<file path="config.mk">
export PLATFORM = sky130hd
export DESIGN_NAME = ack_packet_deframer_top
export DESIGN_NICKNAME = d
export VERILOG_FILES = /design/src/sv/ackd_pkg.sv /design/src/sv/ack_packet_deframer_top.sv /design/src/sv/ackd_result_queue.sv
export SDC_FILE = /design/constraint.sdc
export NUM_CORES = 1
export LEC_CHECK = 0
export ABC_AREA = 1
export BUFFER_PORTS_ARGS = -buffer_cell sky130_fd_sc_hd__buf_2
export CAP_MARGIN = 10
export CORE_ASPECT_RATIO = 0.75
export CORE_MARGIN = 2
export CORE_UTILIZATION = 40
export DETAILED_ROUTE_END_ITERATION = 12
export GPL_TIMING_DRIVEN = 0
export PLACE_DENSITY = 0.58
export SKIP_LAST_GASP = 1
export SLEW_MARGIN = 20
export SYNTH_ARGS = -nofsm -noshare
export SYNTH_HDL_FRONTEND = slang
export SYNTH_SLANG_ARGS = --single-unit
</file>
<file path="constraint.sdc">
create_clock -name clk -period 5.35 [get_ports clk]
set_clock_uncertainty 0.05 [all_clocks]
set_input_delay 1.605 -clock clk [delete_from_list [all_inputs] [get_ports clk]]
set_output_delay 1.605 -clock clk [all_outputs]
set_load 0.01 [all_outputs]
</file>
<file path="src/sv/ackd_pkg.sv">
`timescale 1ns / 1ps
// ----------------------------------------------------------------------------
// ackd_pkg
// Shared types, constants and result helpers for the acknowledge deframer.
// ----------------------------------------------------------------------------
package ackd_pkg;

	// payload buffer depth and derived widths
	localparam int MAX_PAYLOAD = 32;
	localparam int ADDR_W      = $clog2(MAX_PAYLOAD);
	localparam int PLEN_W      = $clog2(MAX_PAYLOAD + 1);
	localparam int LEN_W       = $clog2(MAX_PAYLOAD + 4);
	localparam int BC_W        = $clog2(MAX_PAYLOAD + 2);

	// fixed field width and result queue depth
	localparam int COUNT_W = 6;
	localparam int QDEPTH  = 2;

	// framing constants
	localparam logic [7:0] SYNC_FIRST  = 8'hEF;
	localparam logic [7:0] SYNC_SECOND = 8'h01;
	localparam logic [7:0] ACK_ID      = 8'h07;

	// input operation codes
	localparam logic [1:0] OP_BYTE  = 2'd0;
	localparam logic [1:0] OP_TICK  = 2'd1;
	localparam logic [1:0] OP_START = 2'd2;

	// status codes
	localparam logic [1:0] ST_OK      = 2'd0;
	localparam logic [1:0] ST_RX_ERR  = 2'd1;
	localparam logic [1:0] ST_TIMEOUT = 2'd2;

	// parser phases
	typedef enum logic [9:0] {
		PH_IDLE    = 10'b00_0000_0001,
		PH_HUNT    = 10'b00_0000_0010,
		PH_SYNC2   = 10'b00_0000_0100,
		PH_ADDR    = 10'b00_0000_1000,
		PH_ID      = 10'b00_0001_0000,
		PH_LEN_HI  = 10'b00_0010_0000,
		PH_LEN_LO  = 10'b00_0100_0000,
		PH_CONTENT = 10'b00_1000_0000,
		PH_SUM_HI  = 10'b01_0000_0000,
		PH_SUM_LO  = 10'b10_0000_0000
	} phase_t;

	// one result transaction
	typedef struct packed {
		logic               is_status;
		logic [7:0]         data_byte;
		logic [1:0]         status;
		logic [7:0]         confirm_code;
		logic [COUNT_W-1:0] payload_count;
		logic               last;
	} result_t;

	// status result
	function automatic result_t mk_status(logic [1:0] st, logic [7:0] conf,
		logic [COUNT_W-1:0] cnt);
		result_t r;
		r.is_status     = 1'b1;
		r.data_byte     = 8'd0;
		r.status        = st;
		r.confirm_code  = conf;
		r.payload_count = cnt;
		r.last          = 1'b1;
		return r;
	endfunction

	// payload byte result
	function automatic result_t mk_data(logic [7:0] b);
		result_t r;
		r.is_status     = 1'b0;
		r.data_byte     = b;
		r.status        = ST_OK;
		r.confirm_code  = 8'd0;
		r.payload_count = '0;
		r.last          = 1'b0;
		return r;
	endfunction

endpackage

</file>
<file path="src/sv/ack_packet_deframer_top.sv">
`timescale 1ns / 1ps
// ----------------------------------------------------------------------------
// ack_packet_deframer_top
// Acknowledge packet deframer: sync hunt, header parse, checksum, payload out.
// ----------------------------------------------------------------------------
//  channel  direction  handshake            payload
//  in       sink       in_valid / in_ready  op, rx_byte, wait_ms, capacity
//  out      source     out_valid/out_ready  is_status, data_byte, status,
//                                           confirm_code, payload_count, last
//
//  one input transaction per cycle while no payload readout runs and the
//  two-entry result queue has room; a result may wait while input flows.
//  a packet's payload bytes are read one at a time, a read issuing only while
//  the queue has a slot free of the read in flight; input pauses until the
//  readout ends with its status result, and longer if the output stalls.
//  reset clears all control state; the payload memory needs no clearing pass.
// ----------------------------------------------------------------------------
module ack_packet_deframer_top (
	input  logic        clk,
	input  logic        arst_n,
	input  logic        in_valid,
	output logic        in_ready,
	input  logic [1:0]  op,
	input  logic [7:0]  rx_byte,
	input  logic [15:0] wait_ms,
	input  logic [5:0]  capacity,
	output logic        out_valid,
	input  logic        out_ready,
	output logic        is_status,
	output logic [7:0]  data_byte,
	output logic [1:0]  status,
	output logic [7:0]  confirm_code,
	output logic [5:0]  payload_count,
	output logic        last
);

	localparam int CMP_W = ackd_pkg::LEN_W + 1;
	localparam int CAP_W = ackd_pkg::COUNT_W + 1;

	// parser state
	ackd_pkg::phase_t                phase_q, phase_d;
	logic [2:0]                      hidx_q, hidx_d;
	logic [7:0]                      pid_q, pid_d;
	logic [7:0]                      len_hi_q, len_hi_d;
	logic [ackd_pkg::LEN_W-1:0]      len_q, len_d;
	logic [ackd_pkg::BC_W-1:0]       bc_q, bc_d;
	logic [15:0]                     sum_q, sum_d;
	logic [7:0]                      rsum_hi_q, rsum_hi_d;
	logic [7:0]                      conf_q, conf_d;
	logic [15:0]                     elapsed_q, elapsed_d;
	logic [15:0]                     limit_q, limit_d;
	logic [ackd_pkg::COUNT_W-1:0]    cap_q, cap_d;

	// readout state
	logic                            burst_q;
	logic [ackd_pkg::PLEN_W-1:0]     rd_ptr_q;
	logic [ackd_pkg::PLEN_W-1:0]     plen_q;
	logic                            inflight_s1;
	logic [7:0]                      rd_data_s1;

	// payload memory
	logic [7:0]                      mem [ackd_pkg::MAX_PAYLOAD];
	logic                            mem_we;
	logic [ackd_pkg::ADDR_W-1:0]     mem_wa;

	// per-cycle control
	logic                            in_fire;
	logic                            in_push;
	ackd_pkg::result_t               in_res;
	logic                            burst_go;
	logic [ackd_pkg::PLEN_W-1:0]     plen_calc;
	logic [15:0]                     len_full;
	logic [15:0]                     sum_add;
	logic [15:0]                     elapsed_inc;
	logic [15:0]                     rsum_full;
	logic [ackd_pkg::BC_W-1:0]       bc_inc;
	logic [2:0]                      hidx_inc;
	logic                            rd_en;
	logic                            st_push;
	logic [2:0]                      occ;

	// queue interface
	logic                            q_push;
	logic                            q_pop;
	ackd_pkg::result_t               q_data;
	ackd_pkg::result_t               q_head;
	logic [1:0]                      q_count;

	assign in_ready = !burst_q && (q_count < 2'(ackd_pkg::QDEPTH));
	assign in_fire  = in_valid && in_ready;

	assign len_full    = {len_hi_q, rx_byte};
	assign sum_add     = sum_q + 16'(rx_byte);
	assign elapsed_inc = elapsed_q + 16'd1;
	assign rsum_full   = {rsum_hi_q, rx_byte};
	assign bc_inc      = bc_q + ackd_pkg::BC_W'(1);
	assign hidx_inc    = hidx_q + 3'd1;
	assign plen_calc   = ackd_pkg::PLEN_W'(len_q - ackd_pkg::LEN_W'(3));

	// parser next state
	always_comb begin
		phase_d   = phase_q;
		hidx_d    = hidx_q;
		pid_d     = pid_q;
		len_hi_d  = len_hi_q;
		len_d     = len_q;
		bc_d      = bc_q;
		sum_d     = sum_q;
		rsum_hi_d = rsum_hi_q;
		conf_d    = conf_q;
		elapsed_d = elapsed_q;
		limit_d   = limit_q;
		cap_d     = cap_q;
		in_push   = 1'b0;
		in_res    = ackd_pkg::mk_status(ackd_pkg::ST_RX_ERR, 8'd0, '0);
		mem_we    = 1'b0;
		mem_wa    = ackd_pkg::ADDR_W'(bc_q - ackd_pkg::BC_W'(1));
		burst_go  = 1'b0;
		if (in_fire) begin
			if (op == ackd_pkg::OP_START) begin
				limit_d   = wait_ms;
				cap_d     = capacity;
				elapsed_d = 16'd0;
				hidx_d    = 3'd0;
				bc_d      = '0;
				sum_d     = 16'd0;
				phase_d   = ackd_pkg::PH_HUNT;
				if (wait_ms == 16'd0) begin
					in_push = 1'b1;
					in_res  = ackd_pkg::mk_status(ackd_pkg::ST_TIMEOUT, 8'd0, '0);
					phase_d = ackd_pkg::PH_IDLE;
				end
			end else if (phase_q != ackd_pkg::PH_IDLE) begin
				if (op == ackd_pkg::OP_TICK) begin
					elapsed_d = elapsed_inc;
					if (elapsed_inc >= limit_q) begin
						in_push = 1'b1;
						in_res  = ackd_pkg::mk_status(ackd_pkg::ST_TIMEOUT, 8'd0, '0);
						phase_d = ackd_pkg::PH_IDLE;
					end
				end else if (op == ackd_pkg::OP_BYTE) begin
					unique case (phase_q)
						ackd_pkg::PH_HUNT: begin
							if (rx_byte == ackd_pkg::SYNC_FIRST) begin
								phase_d = ackd_pkg::PH_SYNC2;
							end
						end
						ackd_pkg::PH_SYNC2: begin
							if (rx_byte == ackd_pkg::SYNC_SECOND) begin
								phase_d = ackd_pkg::PH_ADDR;
								hidx_d  = 3'd0;
							end else if (rx_byte != ackd_pkg::SYNC_FIRST) begin
								phase_d = ackd_pkg::PH_HUNT;
							end
						end
						ackd_pkg::PH_ADDR: begin
							hidx_d = hidx_inc;
							if (hidx_inc >= 3'd4) begin
								phase_d = ackd_pkg::PH_ID;
							end
						end
						ackd_pkg::PH_ID: begin
							pid_d   = rx_byte;
							sum_d   = 16'(rx_byte);
							phase_d = ackd_pkg::PH_LEN_HI;
						end
						ackd_pkg::PH_LEN_HI: begin
							len_hi_d = rx_byte;
							sum_d    = sum_add;
							phase_d  = ackd_pkg::PH_LEN_LO;
						end
						ackd_pkg::PH_LEN_LO: begin
							sum_d = sum_add;
							len_d = ackd_pkg::LEN_W'(len_full);
							if (len_full < 16'd3 ||
								len_full > 16'(ackd_pkg::MAX_PAYLOAD + 3)) begin
								in_push = 1'b1;
								phase_d = ackd_pkg::PH_IDLE;
							end else begin
								bc_d    = '0;
								phase_d = ackd_pkg::PH_CONTENT;
							end
						end
						ackd_pkg::PH_CONTENT: begin
							// first content byte is the confirmation code
							if (bc_q == '0) begin
								conf_d = rx_byte;
							end else begin
								mem_we = 1'b1;
							end
							sum_d = sum_add;
							bc_d  = bc_inc;
							if (CMP_W'(bc_inc) + CMP_W'(2) >= CMP_W'(len_q)) begin
								phase_d = ackd_pkg::PH_SUM_HI;
							end
						end
						ackd_pkg::PH_SUM_HI: begin
							rsum_hi_d = rx_byte;
							phase_d   = ackd_pkg::PH_SUM_LO;
						end
						ackd_pkg::PH_SUM_LO: begin
							phase_d = ackd_pkg::PH_IDLE;
							if (pid_q != ackd_pkg::ACK_ID || rsum_full != sum_q) begin
								in_push = 1'b1;
							end else if (CAP_W'(cap_q) >= CAP_W'(plen_calc) &&
								plen_calc != '0) begin
								burst_go = 1'b1;
							end else begin
								in_push = 1'b1;
								in_res  = ackd_pkg::mk_status(ackd_pkg::ST_OK, conf_q, '0);
							end
						end
						default: begin
						end
					endcase
				end
			end
		end
	end

	// parser registers
	always_ff @(posedge clk or negedge arst_n) begin
		if (!arst_n) begin
			phase_q   <= ackd_pkg::PH_IDLE;
			hidx_q    <= 3'd0;
			pid_q     <= 8'd0;
			len_hi_q  <= 8'd0;
			len_q     <= '0;
			bc_q      <= '0;
			sum_q     <= 16'd0;
			rsum_hi_q <= 8'd0;
			conf_q    <= 8'd0;
			elapsed_q <= 16'd0;
			limit_q   <= 16'd0;
			cap_q     <= '0;
		end else begin
			phase_q   <= phase_d;
			hidx_q    <= hidx_d;
			pid_q     <= pid_d;
			len_hi_q  <= len_hi_d;
			len_q     <= len_d;
			bc_q      <= bc_d;
			sum_q     <= sum_d;
			rsum_hi_q <= rsum_hi_d;
			conf_q    <= conf_d;
			elapsed_q <= elapsed_d;
			limit_q   <= limit_d;
			cap_q     <= cap_d;
		end
	end

	// readout control: one read per cycle while the queue has a slot not yet reserved by the read in flight
	assign occ     = {1'b0, q_count} + {2'b00, inflight_s1};
	assign rd_en   = burst_q && (rd_ptr_q != plen_q) && (occ < 3'(ackd_pkg::QDEPTH));
	assign st_push = burst_q && (rd_ptr_q == plen_q) && !inflight_s1 &&
		(q_count < 2'(ackd_pkg::QDEPTH));

	always_ff @(posedge clk or negedge arst_n) begin
		if (!arst_n) begin
			burst_q     <= 1'b0;
			rd_ptr_q    <= '0;
			plen_q      <= '0;
			inflight_s1 <= 1'b0;
		end else begin
			inflight_s1 <= rd_en;
			if (burst_go) begin
				burst_q  <= 1'b1;
				rd_ptr_q <= '0;
				plen_q   <= plen_calc;
			end else if (burst_q) begin
				if (rd_en) begin
					rd_ptr_q <= rd_ptr_q + ackd_pkg::PLEN_W'(1);
				end
				if (st_push) begin
					burst_q <= 1'b0;
				end
			end
		end
	end

	// payload memory, last write lands before the checksum bytes arrive and so before readout
	always_ff @(posedge clk) begin
		if (mem_we) begin
			mem[mem_wa] <= rx_byte;
		end
		if (rd_en) begin
			rd_data_s1 <= mem[rd_ptr_q[ackd_pkg::ADDR_W-1:0]];
		end
	end

	// result selection into the queue
	always_comb begin
		q_push = in_push || inflight_s1 || st_push;
		if (inflight_s1) begin
			q_data = ackd_pkg::mk_data(rd_data_s1);
		end else if (st_push) begin
			q_data = ackd_pkg::mk_status(ackd_pkg::ST_OK, conf_q,
				ackd_pkg::COUNT_W'(plen_q));
		end else begin
			q_data = in_res;
		end
	end

	assign q_pop = out_valid && out_ready;

	ackd_result_queue u_queue (
		.clk       (clk),
		.arst_n    (arst_n),
		.push      (q_push),
		.push_data (q_data),
		.pop       (q_pop),
		.head      (q_head),
		.count     (q_count)
	);

	// output ports from the queue head
	assign out_valid     = (q_count != 2'd0);
	assign is_status     = q_head.is_status;
	assign data_byte     = q_head.data_byte;
	assign status        = q_head.status;
	assign confirm_code  = q_head.confirm_code;
	assign payload_count = q_head.payload_count;
	assign last          = q_head.last;

	a_no_write_in_burst: assert property (@(posedge clk) disable iff (!arst_n)
		mem_we |-> !burst_q)
		else $error("payload write during readout");

	a_slot_reserved: assert property (@(posedge clk) disable iff (!arst_n)
		occ <= 3'(ackd_pkg::QDEPTH))
		else $error("queue slots overcommitted");

	a_ptr_bound: assert property (@(posedge clk) disable iff (!arst_n)
		burst_q |-> (rd_ptr_q <= plen_q))
		else $error("read pointer past payload length");

	a_burst_idles: assert property (@(posedge clk) disable iff (!arst_n)
		burst_go |=> (burst_q && phase_q == ackd_pkg::PH_IDLE && !in_ready))
		else $error("readout start did not idle the parser");

endmodule

</file>
<file path="src/sv/ackd_result_queue.sv">
`timescale 1ns / 1ps
// ----------------------------------------------------------------------------
// ackd_result_queue
// Two-entry result queue between the deframer and the output channel.
// ----------------------------------------------------------------------------
module ackd_result_queue (
	input  logic             clk,
	input  logic             arst_n,
	input  logic             push,
	input  ackd_pkg::result_t push_data,
	input  logic             pop,
	output ackd_pkg::result_t head,
	output logic [1:0]       count
);

	ackd_pkg::result_t e0_q, e1_q;
	logic [1:0]        count_q;

	assign head  = e0_q;
	assign count = count_q;

	// occupancy count
	always_ff @(posedge clk or negedge arst_n) begin
		if (!arst_n) begin
			count_q <= 2'd0;
		end else if (push && !pop) begin
			count_q <= count_q + 2'd1;
		end else if (pop && !push) begin
			count_q <= count_q - 2'd1;
		end
	end

	// entry storage, head in e0
	always_ff @(posedge clk) begin
		if (pop) begin
			if (push && count_q == 2'd1) begin
				e0_q <= push_data;
			end else begin
				e0_q <= e1_q;
				if (push) begin
					e1_q <= push_data;
				end
			end
		end else if (push) begin
			if (count_q == 2'd0) begin
				e0_q <= push_data;
			end else begin
				e1_q <= push_data;
			end
		end
	end

	a_no_overflow: assert property (@(posedge clk) disable iff (!arst_n)
		(push && count_q == 2'(ackd_pkg::QDEPTH)) |-> pop)
		else $error("result queue overflow");

	a_count_range: assert property (@(posedge clk) disable iff (!arst_n)
		count_q <= 2'(ackd_pkg::QDEPTH))
		else $error("result queue count out of range");

	a_head_hold: assert property (@(posedge clk) disable iff (!arst_n)
		(count_q != 2'd0 && !pop) |=> $stable(e0_q))
		else $error("queue head changed without pop");

endmodule
</file>
==> results of run 1 <==
-- cell families after synthesis --
| group | count (synthesis) |
|---|---|
| compound gates | 386 |
| flops | 441 |
| xor+xnor | 40 |
| simple gates | 774 |
| mux | 5 |
| fa+ha+maj | 55 |
| buf+inv | 275 |
-- flip-flops by register name (all words and copies together) (netlist names), 3 cells and up --
name and count:
bc_q 6, pid_q 8, u_queue.e1_q 25, sum_q 16, cap_q 6, phase_q 10
rd_data_s1 8, len_q 6, plen_q 6, mem 256, elapsed_q 16, u_queue.head 25
hidx_q 3, len_hi_q 8, limit_q 16, rsum_hi_q 8, conf_q 8, rd_ptr_q 6
-- cell type report --
class / instances / share of cell area
flip-flops and latches: 441 / 0.5510
multi-input cells: 1261 / 0.2864
clock buffers: 63 / 0.05582
well taps: 657 / 0.03592
inverters: 198 / 0.03248
repair buffers: 67 / 0.01837
plain buffers: 77 / 0.01400
clock inverters: 21 / 0.006069
-- worst max-delay path: stages, from the launching register on --
cell	delay, ns
dfrtp_1	0.40
ha_1	0.18
nand2_1	0.07
inv_1	0.11
nand3_1	0.11
nor2_1	0.17
nand3_1	0.14
nor2_1	0.17
nand3_1	0.13
nor3_1	0.21
xor2_1	0.23
inv_1	0.07
ha_1	0.27
nand2_1	0.04
inv_1	0.06
nand3_1	0.09
nor3_1	0.33
nand3_1	0.17
nand4_1	0.22
nand2_1	0.08
nand2_1	0.06
nand2_1	0.13
nand2_2	0.14
inv_1	0.16
ha_1	0.23
a211o_1	0.32
nor2_4	0.16
buf_12	0.14
-- power groups by stage --
stage / logic, mW / clock network, mW / registers, mW
2_1_floorplan: 2.20 / 0 / 4.43
3_3_place_gp: 3.45 / 0 / 4.42
3_5_place_dp: 3.55 / 0 / 4.42
4_1_cts: 3.56 / 3.11 / 4.35
5_1_grt: 4.07 / 3.26 / 4.39
6_report: 3.67 / 3.06 / 4.35
-- what timing repair did --
item / CTS / global route
endpoints found under the setup margin: 0 / 25
setup buffers: 0 / 2
resized for setup: 0 / 2
-- metal layers --
metal | vias to the layer above | share of wire
met2 | 585 | 0.41
met1 | 7360 | 0.48
met3 | 88 | 0.090
li1 | 7048 | -
met5 | - | 0
met4 | 0 | 0.021
-- stage by stage --
| step | utilization | worst slack [ns] | hold WS (ns) | area [sq um] |
|---|---|---|---|---|
| finish | 0.4576 | 0.3876 | 0.4329 | 22880 |
| global route | 0.4576 | 0.004590 | 0.4538 | 22880 |
| CTS | 0.4564 | 0.09243 | 0.4369 | 22830 |
| detailed placement | 0.4281 | -0.07529 | 0.4201 | 21410 |
| global placement | 0.4264 | -1.647 | 0.4167 | 21330 |
| floorplan | - | 0.1968 | 0.4029 | 20190 |
-- cell usage in the layout, fill, tap and decap left out, drive strengths merged, types with 6 or more instances in the layout --
| cell | netlist | layout |
|---|---|---|
| o221ai | 25 | 25 |
| clkinv | 3 | 18 |
| xor2 | 33 | 33 |
| buf | 15 | 82 |
| xnor2 | 7 | 7 |
| a21oi | 45 | 45 |
| clkbuf | 62 | 125 |
| dfrtp | 126 | 126 |
| o21ai | 246 | 246 |
| nor3 | 38 | 38 |
| nor4 | 6 | 6 |
| nor2 | 264 | 265 |
| inv | 195 | 196 |
| o22ai | 54 | 54 |
| edfxtp | 314 | 314 |
| ha | 54 | 54 |
| nand4 | 24 | 24 |
| nand3 | 95 | 95 |
| o211ai | 10 | 10 |
| nand2 | 340 | 340 |
-- worst max-delay path by stage --
stage | from | endpoint | slack, ns | depth (start not counted)
after floorplan | elapsed_q[0] | u_queue.head[0] | 0.20 | 24
after global placement | rx_byte[4] | u_queue.head[21] | -1.65 | 15
after detailed placement | rx_byte[4] | u_queue.e1_q[8] | -0.08 | 17
after CTS | elapsed_q[0] | u_queue.e1_q[21] | 0.09 | 24
after global routing | elapsed_q[0] | u_queue.e1_q[24] | 0.005 | 25
final | elapsed_q[0] | u_queue.e1_q[12] | 0.39 | 27
==> metrics.md, run 1 <==
| Metric | Value |
|---|---|
| Status | `finished clean` |
| Largest family of logic cells by synthesized area | `simple AND/OR/NAND/NOR gates` |
| Synth warn | `0` |
| Starting Density | `0.4037` |
| Post-synthesis compound-gate area fraction | `0.1058` |
| Worst slew pin tran | `1.079 ns` |
| Netlist cell types | `45` |
| Drt drc | `0` |
| Clock transition at the registers of the reported paths | `0.06 ns` |
| Mapped Nets | `2067` |
| Flops & latches, synth | `441` |
| Largest net degree at the start of global routing | `88` |
| TritonCTS clock tree | `done` |
| Cts hold-fix bufs | `0` |
| CP max FO | `12` |
| Critical R2R Launch | `elapsed_q[0]` |
| Top_reg_cell synth | `edfxtp_1` |
| CP required | `5.58 ns` |
| Reg-to-reg setup timing slack | `0.39 ns` |
| HP Class | `flop to flop` |
| Cell taking the most area after synthesis | `edfxtp_1` |
| Fraction of power consumed by sequential logic | `0.392` |
| CP Data Arrival Time | `5.19 ns` |
| I/O pin cnt | `64` |
| RSZ-0062 raised after global routing | `no` |
| Buffer depth of the longest clock path | `3` |
| Port bufs | `63` |
| Met2 GRT Util | `0.3025` |
| Routed WL per cell | `19.79 microns` |
| Mux cell area share after synthesis | `0.002789` |
| Initial antenna violation count | `1` |
| Diode count | `0` |
| Mapped cell area | `0.02019 sq mm` |
| Die width | `263.4 microns` |
| Final nets | `2183` |
| DR pass1 iterations | `5` |
| Largest cells by area after synthesis | `edfxtp_1 47%, dfrtp_1 16%, nand2_1 6.2%` |
| Worst Path Class, Setup | `flop to flop` |
| Chip height | `198.6 microns` |
| Mean Syn Cell Area | `10.22 sq um` |
| Max-capacitance violation count | `0` |
| Final Hold Vio Count | `0` |
| EDFF count, synth | `314` |
| Critical Path End Type | `flop` |
| Worst skew pair latency | `0.57 ns` |
| Commonest cells post-synth | `332 x nand2_1, 314 x edfxtp_1, 257 x nor2_1` |
| NetSw | `4.095 mW` |
| Vias in the first global route | `14280` |
| Total negative slack | `0 ns` |
| XOR/XNOR Fraction of Synth Area | `0.01772` |
| Post-Route WL | `55120 microns` |
| First-pass GRT wire length | `84690 microns` |
| Syn Inst Count | `1976` |
| Antenna Nets Post-Route | `0` |
| Max Clk Rate | `201.5 MHz` |
| P per Cell Area | `484.4 mW/mm^2` |
| Layout cells sized above 1 | `0.08459` |
| Total power | `11.08 mW` |
| Sequential share of the synthesized area | `0.6245` |
| Register area | `0.01261 sq mm` |
| Area Overhead vs Synth | `13.34%` |
| Sw Share | `0.3695` |
| Count of pins over their slew limit | `0` |
| Met1 GRT Util | `0.3278` |
| CTS Buf Count | `46` |
| 1st-iter DRT viols | `1722` |
| Critical path launch point type | `flop` |
| Adder-cell area share of the yosys netlist | `0.03445` |
| Period utilisation layout | `0.9276` |
| VDD IR max | `0.2669 mV` |
| Max-slew headroom | `0.2781` |
| Final setup fails | `0` |
| Clock power frac | `0.276` |
| Simple-gate share of the synthesized area | `0.1621` |
| GRT Overall Usage | `0.2113` |
| Gp weighted congestion | `0.8864` |
| Hold path cells | `2` |
| Top Usage Layer GRT | `met1` |
| CTS Root Cell | `clkbuf_16` |
| Reg2reg path depth | `27` |
| Row cnt | `71` |
| Vias per cell | `5.415` |
| Met3 GRT Util | `0.03677` |
| Top-count cell post-synth | `nand2_1` |
| Layout fillers | `4694` |
| Die area | `0.05231 sq mm` |
| Core box area | `0.05001 sq mm` |
| Minimum clock period | `4.962 ns` |
| Area of the multi-input gates | `0.006554 sq mm` |
| Share of the synthesized area in the top cell type | `0.4670` |
| Internal power | `6.989 mW` |
| Hold path endpoint | `limit_q[11]` |
| H-tree level count | `2` |
| Gate power share | `0.332` |
| Async SR Flop Fraction | `0.2880` |
| Total grt overflow | `0` |
| DP Cell Count | `2698` |
| Hpwl dp | `37680 microns` |
| Pleak | `8.986 nW` |
| Via Count | `15080` |
| RR Endpoint | `u_queue.e1_q[12]` |
| Clk sinks | `441` |
| Hold path startpoint | `limit_q[11]` |
| Post-route insts no fill | `2785` |
Note: power is estimated with default switching activity, not from simulation.
==> run 2: changes to the inputs <==
--- a/config.mk
+++ b/config.mk
@@ -5,15 +5,15 @@
 export SDC_FILE = /design/constraint.sdc
 export NUM_CORES = 1
 export LEC_CHECK = 0
-export ABC_AREA = 1
 export BUFFER_PORTS_ARGS = -buffer_cell sky130_fd_sc_hd__buf_2
 export CAP_MARGIN = 10
 export CORE_ASPECT_RATIO = 0.75
 export CORE_MARGIN = 2
-export CORE_UTILIZATION = 40
+export CORE_UTILIZATION = 45
+export CTS_CLUSTER_DIAMETER = 50
 export DETAILED_ROUTE_END_ITERATION = 12
 export GPL_TIMING_DRIVEN = 0
-export PLACE_DENSITY = 0.58
+export PLACE_DENSITY = 0.64
 export SKIP_LAST_GASP = 1
 export SLEW_MARGIN = 20
 export SYNTH_ARGS = -nofsm -noshare
==> run 2 against run 1 <==
  * Register-to-register slack lost 0.08 ns
  * Final area fell by 0.22%
  * Synthesized cell count shrank 30%
  * Combinational power shrank 9.0%
  * Count of clock-buffer cells in the layout down 6
==> metrics.md, run 2 <==
| Metric | Value |
|---|---|
| Via Count | `11960 (was 15080)` |
| Most frequent cells in the layout | `314 x edfxtp_1, 135 x nand2_1, 124 x dfrtp_1 (was 332 x nand2_1, 314 x edfxtp_1, 256 x nor2_1)` |
| Worst skew pair latency | `0.59 ns (was 0.57 ns)` |
| Count of pins over their slew limit | `0 (unchanged)` |
| CTS Root Cell | `clkbuf_16 (unchanged)` |
| GRT Overall Usage | `0.2047 (was 0.2113)` |
| Antenna Nets Post-Route | `0 (unchanged)` |
| EDFF count, synth | `314 (unchanged)` |
| P per Cell Area | `480.2 mW/mm^2 (was 484.4 mW/mm^2)` |
| Vias in the first global route | `11570 (was 14280)` |
| Area Overhead vs Synth | `13.49% (was 13.34%)` |
| Pleak | `8.514 nW (was 8.986 nW)` |
| Diode count | `0 (unchanged)` |
| Mean Syn Cell Area | `14.54 sq um (was 10.22 sq um)` |
| Max-slew headroom | `0.3316 (was 0.2781)` |
| Post-Route WL | `46250 microns (was 55120 microns)` |
| Most common cell after layout, fill and taps aside | `edfxtp_1 (was nand2_1)` |
| Critical Path End Type | `flop (unchanged)` |
| Largest cells by area after synthesis | `edfxtp_1 47%, dfrtp_1 16%, mux4_2 9.0% (was edfxtp_1 47%, dfrtp_1 16%, nand2_1 6.2%)` |
| CP Data Arrival Time | `5.36 ns (was 5.19 ns)` |
| CP top delay family | `simple AND/OR/NAND/NOR gates (unchanged)` |
| Crit path largest cell delay | `0.70 ns (was 0.40 ns)` |
| Final nets | `1589 (was 2183)` |
| Top_reg_cell synth | `edfxtp_1 (unchanged)` |
| Layout cells sized above 1 | `0.2138 (was 0.08459)` |
| Buffer depth of the longest clock path | `3 (unchanged)` |
| Total grt overflow | `0 (unchanged)` |
| Critical path launch point type | `primary input (was flop)` |
| Worst Path Class, Setup | `primary input to flop (was flop to flop)` |
| Worst setup slack after layout | `0.2723 ns (was 0.3876 ns)` |
| Start point of the critical path | `rx_byte[7] (was elapsed_q[0])` |
| Worst slew pin tran | `0.9989 ns (was 1.079 ns)` |
| Row cnt | `67 (was 71)` |
| CP required | `5.63 ns (was 5.58 ns)` |
| Initial antenna violation count | `4 (was 1)` |
| Hpwl dp | `31450 microns (was 37680 microns)` |
| DR pass1 iterations | `5 (unchanged)` |
| CP max-delay cell | `buf_2 (was dfrtp_1)` |
| Setup WS pre-CTS | `-0.5186 ns (was -0.07529 ns)` |
| Minimum clock period | `5.078 ns (was 4.962 ns)` |
| Drt drc | `0 (unchanged)` |
| Fin Hold WS | `0.4361 ns (was 0.4329 ns)` |
| Sequential share of the synthesized area | `0.6266 (was 0.6245)` |
| Top-count cell post-synth | `edfxtp_1 (was nand2_1)` |
| Reg2reg path depth | `18 (was 27)` |
| Cell taking the most area after synthesis | `edfxtp_1 (unchanged)` |
| Commonest cells post-synth | `314 x edfxtp_1, 135 x nand2_1, 126 x dfrtp_1 (was 332 x nand2_1, 314 x edfxtp_1, 257 x nor2_1)` |
| Number of flip-flops in the largest register | `256 (unchanged)` |
| Flops & latches, synth | `441 (unchanged)` |
| Vias per cell | `5.640 (was 5.415)` |
| TritonCTS clock tree | `done (unchanged)` |
| H-tree level count | `2 (unchanged)` |
| Netlist cell types | `79 (was 45)` |
| Buf/Inv on CP | `3 (was 5)` |
| 1st-iter DRT viols | `1389 (was 1722)` |
| Final setup fails | `0 (unchanged)` |
| RR Endpoint | `u_queue.e1_q[17] (was u_queue.e1_q[12])` |
| Syn Inst Count | `1384 (was 1976)` |
| Port bufs | `63 (unchanged)` |
| Die area | `0.04644 sq mm (was 0.05231 sq mm)` |
| Chip height | `187.1 microns (was 198.6 microns)` |
| Die width | `248.2 microns (was 263.4 microns)` |
| Total negative slack | `0 ns (unchanged)` |
| I/O pin cnt | `64 (unchanged)` |
| Clk sinks | `441 (unchanged)` |
| CP Cell Sequence | `buf_2 > ha_1 > nor4b_1 > nand2_1 > nor4_2 > nand3_1 > a21oi_2 > o31a_2 > ha_1 > a2111oi_4 > buf_6 > buf_4` |
| Core box area | `0.04443 sq mm (was 0.05001 sq mm)` |
| Crit path depth | `12 (was 27)` |
| Clock transition at the registers of the reported paths | `0.06 ns (about the same)` |
| CTS Buf Count | `46 (unchanged)` |
| Period utilisation layout | `0.9491 (was 0.9276)` |
| Starting Density | `0.4529 (was 0.4037)` |
| Worst setup path end | `u_queue.e1_q[17] (was u_queue.e1_q[12])` |
| CP max FO | `40 (was 12)` |
| Largest net degree at the start of global routing | `69 (was 88)` |
| Reg-to-reg setup timing slack | `0.31 ns (was 0.39 ns)` |
| Gp weighted congestion | `0.8769 (was 0.8864)` |
| Critical R2R Launch | `elapsed_q[0] (unchanged)` |
| Status | `finished clean (unchanged)` |
| Max Clk Rate | `196.9 MHz (was 201.5 MHz)` |
| Async SR Flop Fraction | `0.2880 (unchanged)` |
| Routed WL per cell | `21.82 microns (was 19.79 microns)` |
| Max-capacitance violation count | `0 (unchanged)` |
| Top cell by count, worst path | `ha_1` |
| HP Class | `flop to flop (unchanged)` |
| Final Hold Vio Count | `0 (unchanged)` |
| VDD IR max | `0.3211 mV (was 0.2669 mV)` |
| Share of the synthesized area in the top cell type | `0.4686 (was 0.4670)` |
| Mapped Nets | `1475 (was 2067)` |
| Largest Register | `mem (unchanged)` |
| First-pass GRT wire length | `71260 microns (was 84690 microns)` |
| Synth warn | `0 (unchanged)` |
| Mapped cell area | `0.02012 sq mm (was 0.02019 sq mm)` |
==> run 2: logic make-up after synthesis <==
kind of cell	synth area share
AOI/OAI and AO/OA	0.05659
DFF	0.6266
xor gates and xnor gates	0.02481
muxes	0.1380
buffers and inverters	0.02419
and+or+nand+nor	0.09521
adders and majority gates	0.03458
==> run 2: cell type report <==
class / count / area (sq um)
fillers: 3666 / 21600
flip-flops and latches: 441 / 12610
multi-input cells: 828 / 7078
clock buffers: 57 / 1214
well taps: 586 / 733.2
repair buffers: 67 / 382.9
clock inverters: 27 / 332.8
plain buffers: 60 / 280.3
inverters: 54 / 202.7
==> run 2: through the flow <==
step	power, mW	instance area, sq um	std cells	util
floorplan	6.685	20140	1384	-
global placement	7.628	21190	2033	0.4769
detailed placement	7.722	21270	2037	0.4788
CTS	11.02	22820	2121	0.5136
global route	11.50	22830	2120	0.5139
finish	10.96	22830	2120	0.5139
==> run 2: worst min path at each step <==
stage	cells after the start	endpoint	from	slack [ns]
after floorplan	2	limit_q[0]	limit_q[0]	0.40
after global placement	2	sum_q[5]	sum_q[5]	0.42
after detailed placement	2	sum_q[6]	sum_q[6]	0.43
after CTS	2	sum_q[6]	sum_q[6]	0.44
after global routing	1	len_hi_q[2]	len_hi_q[2]	0.47
final	2	sum_q[6]	sum_q[6]	0.44
==> run 2: layer usage <==
layer,wire length (microns),global-route usage,part of all wire,vias up
met5,13,0,0.00028,-
met4,653,0.04075,0.014,2
met3,4164,0.05208,0.090,56
met2,18850,0.2706,0.41,463
met1,22570,0.3373,0.49,5975
li1,-,-,-,5461
==> run 2: power by group <==
group	switching [mW]	internal [mW]
combinational	1.87	1.47
clock	1.32	1.95
sequential	0.223	4.13
total	3.41	7.55
==> run 2: what timing repair did <==
action,in CTS,in global routing
endpoints found under the setup margin,0,24
hold buffers,0,0
gates resized for setup,0,6
setup buffers,0,0
==> run 2: tightest hold or removal path: cells and delay by family (launching register included) <==
family,cells,cell delay (ns)
AO/OA/AOI/OAI,1,0.06
flip-flops,1,0.34
AND/OR/NAND/NOR,1,0.05
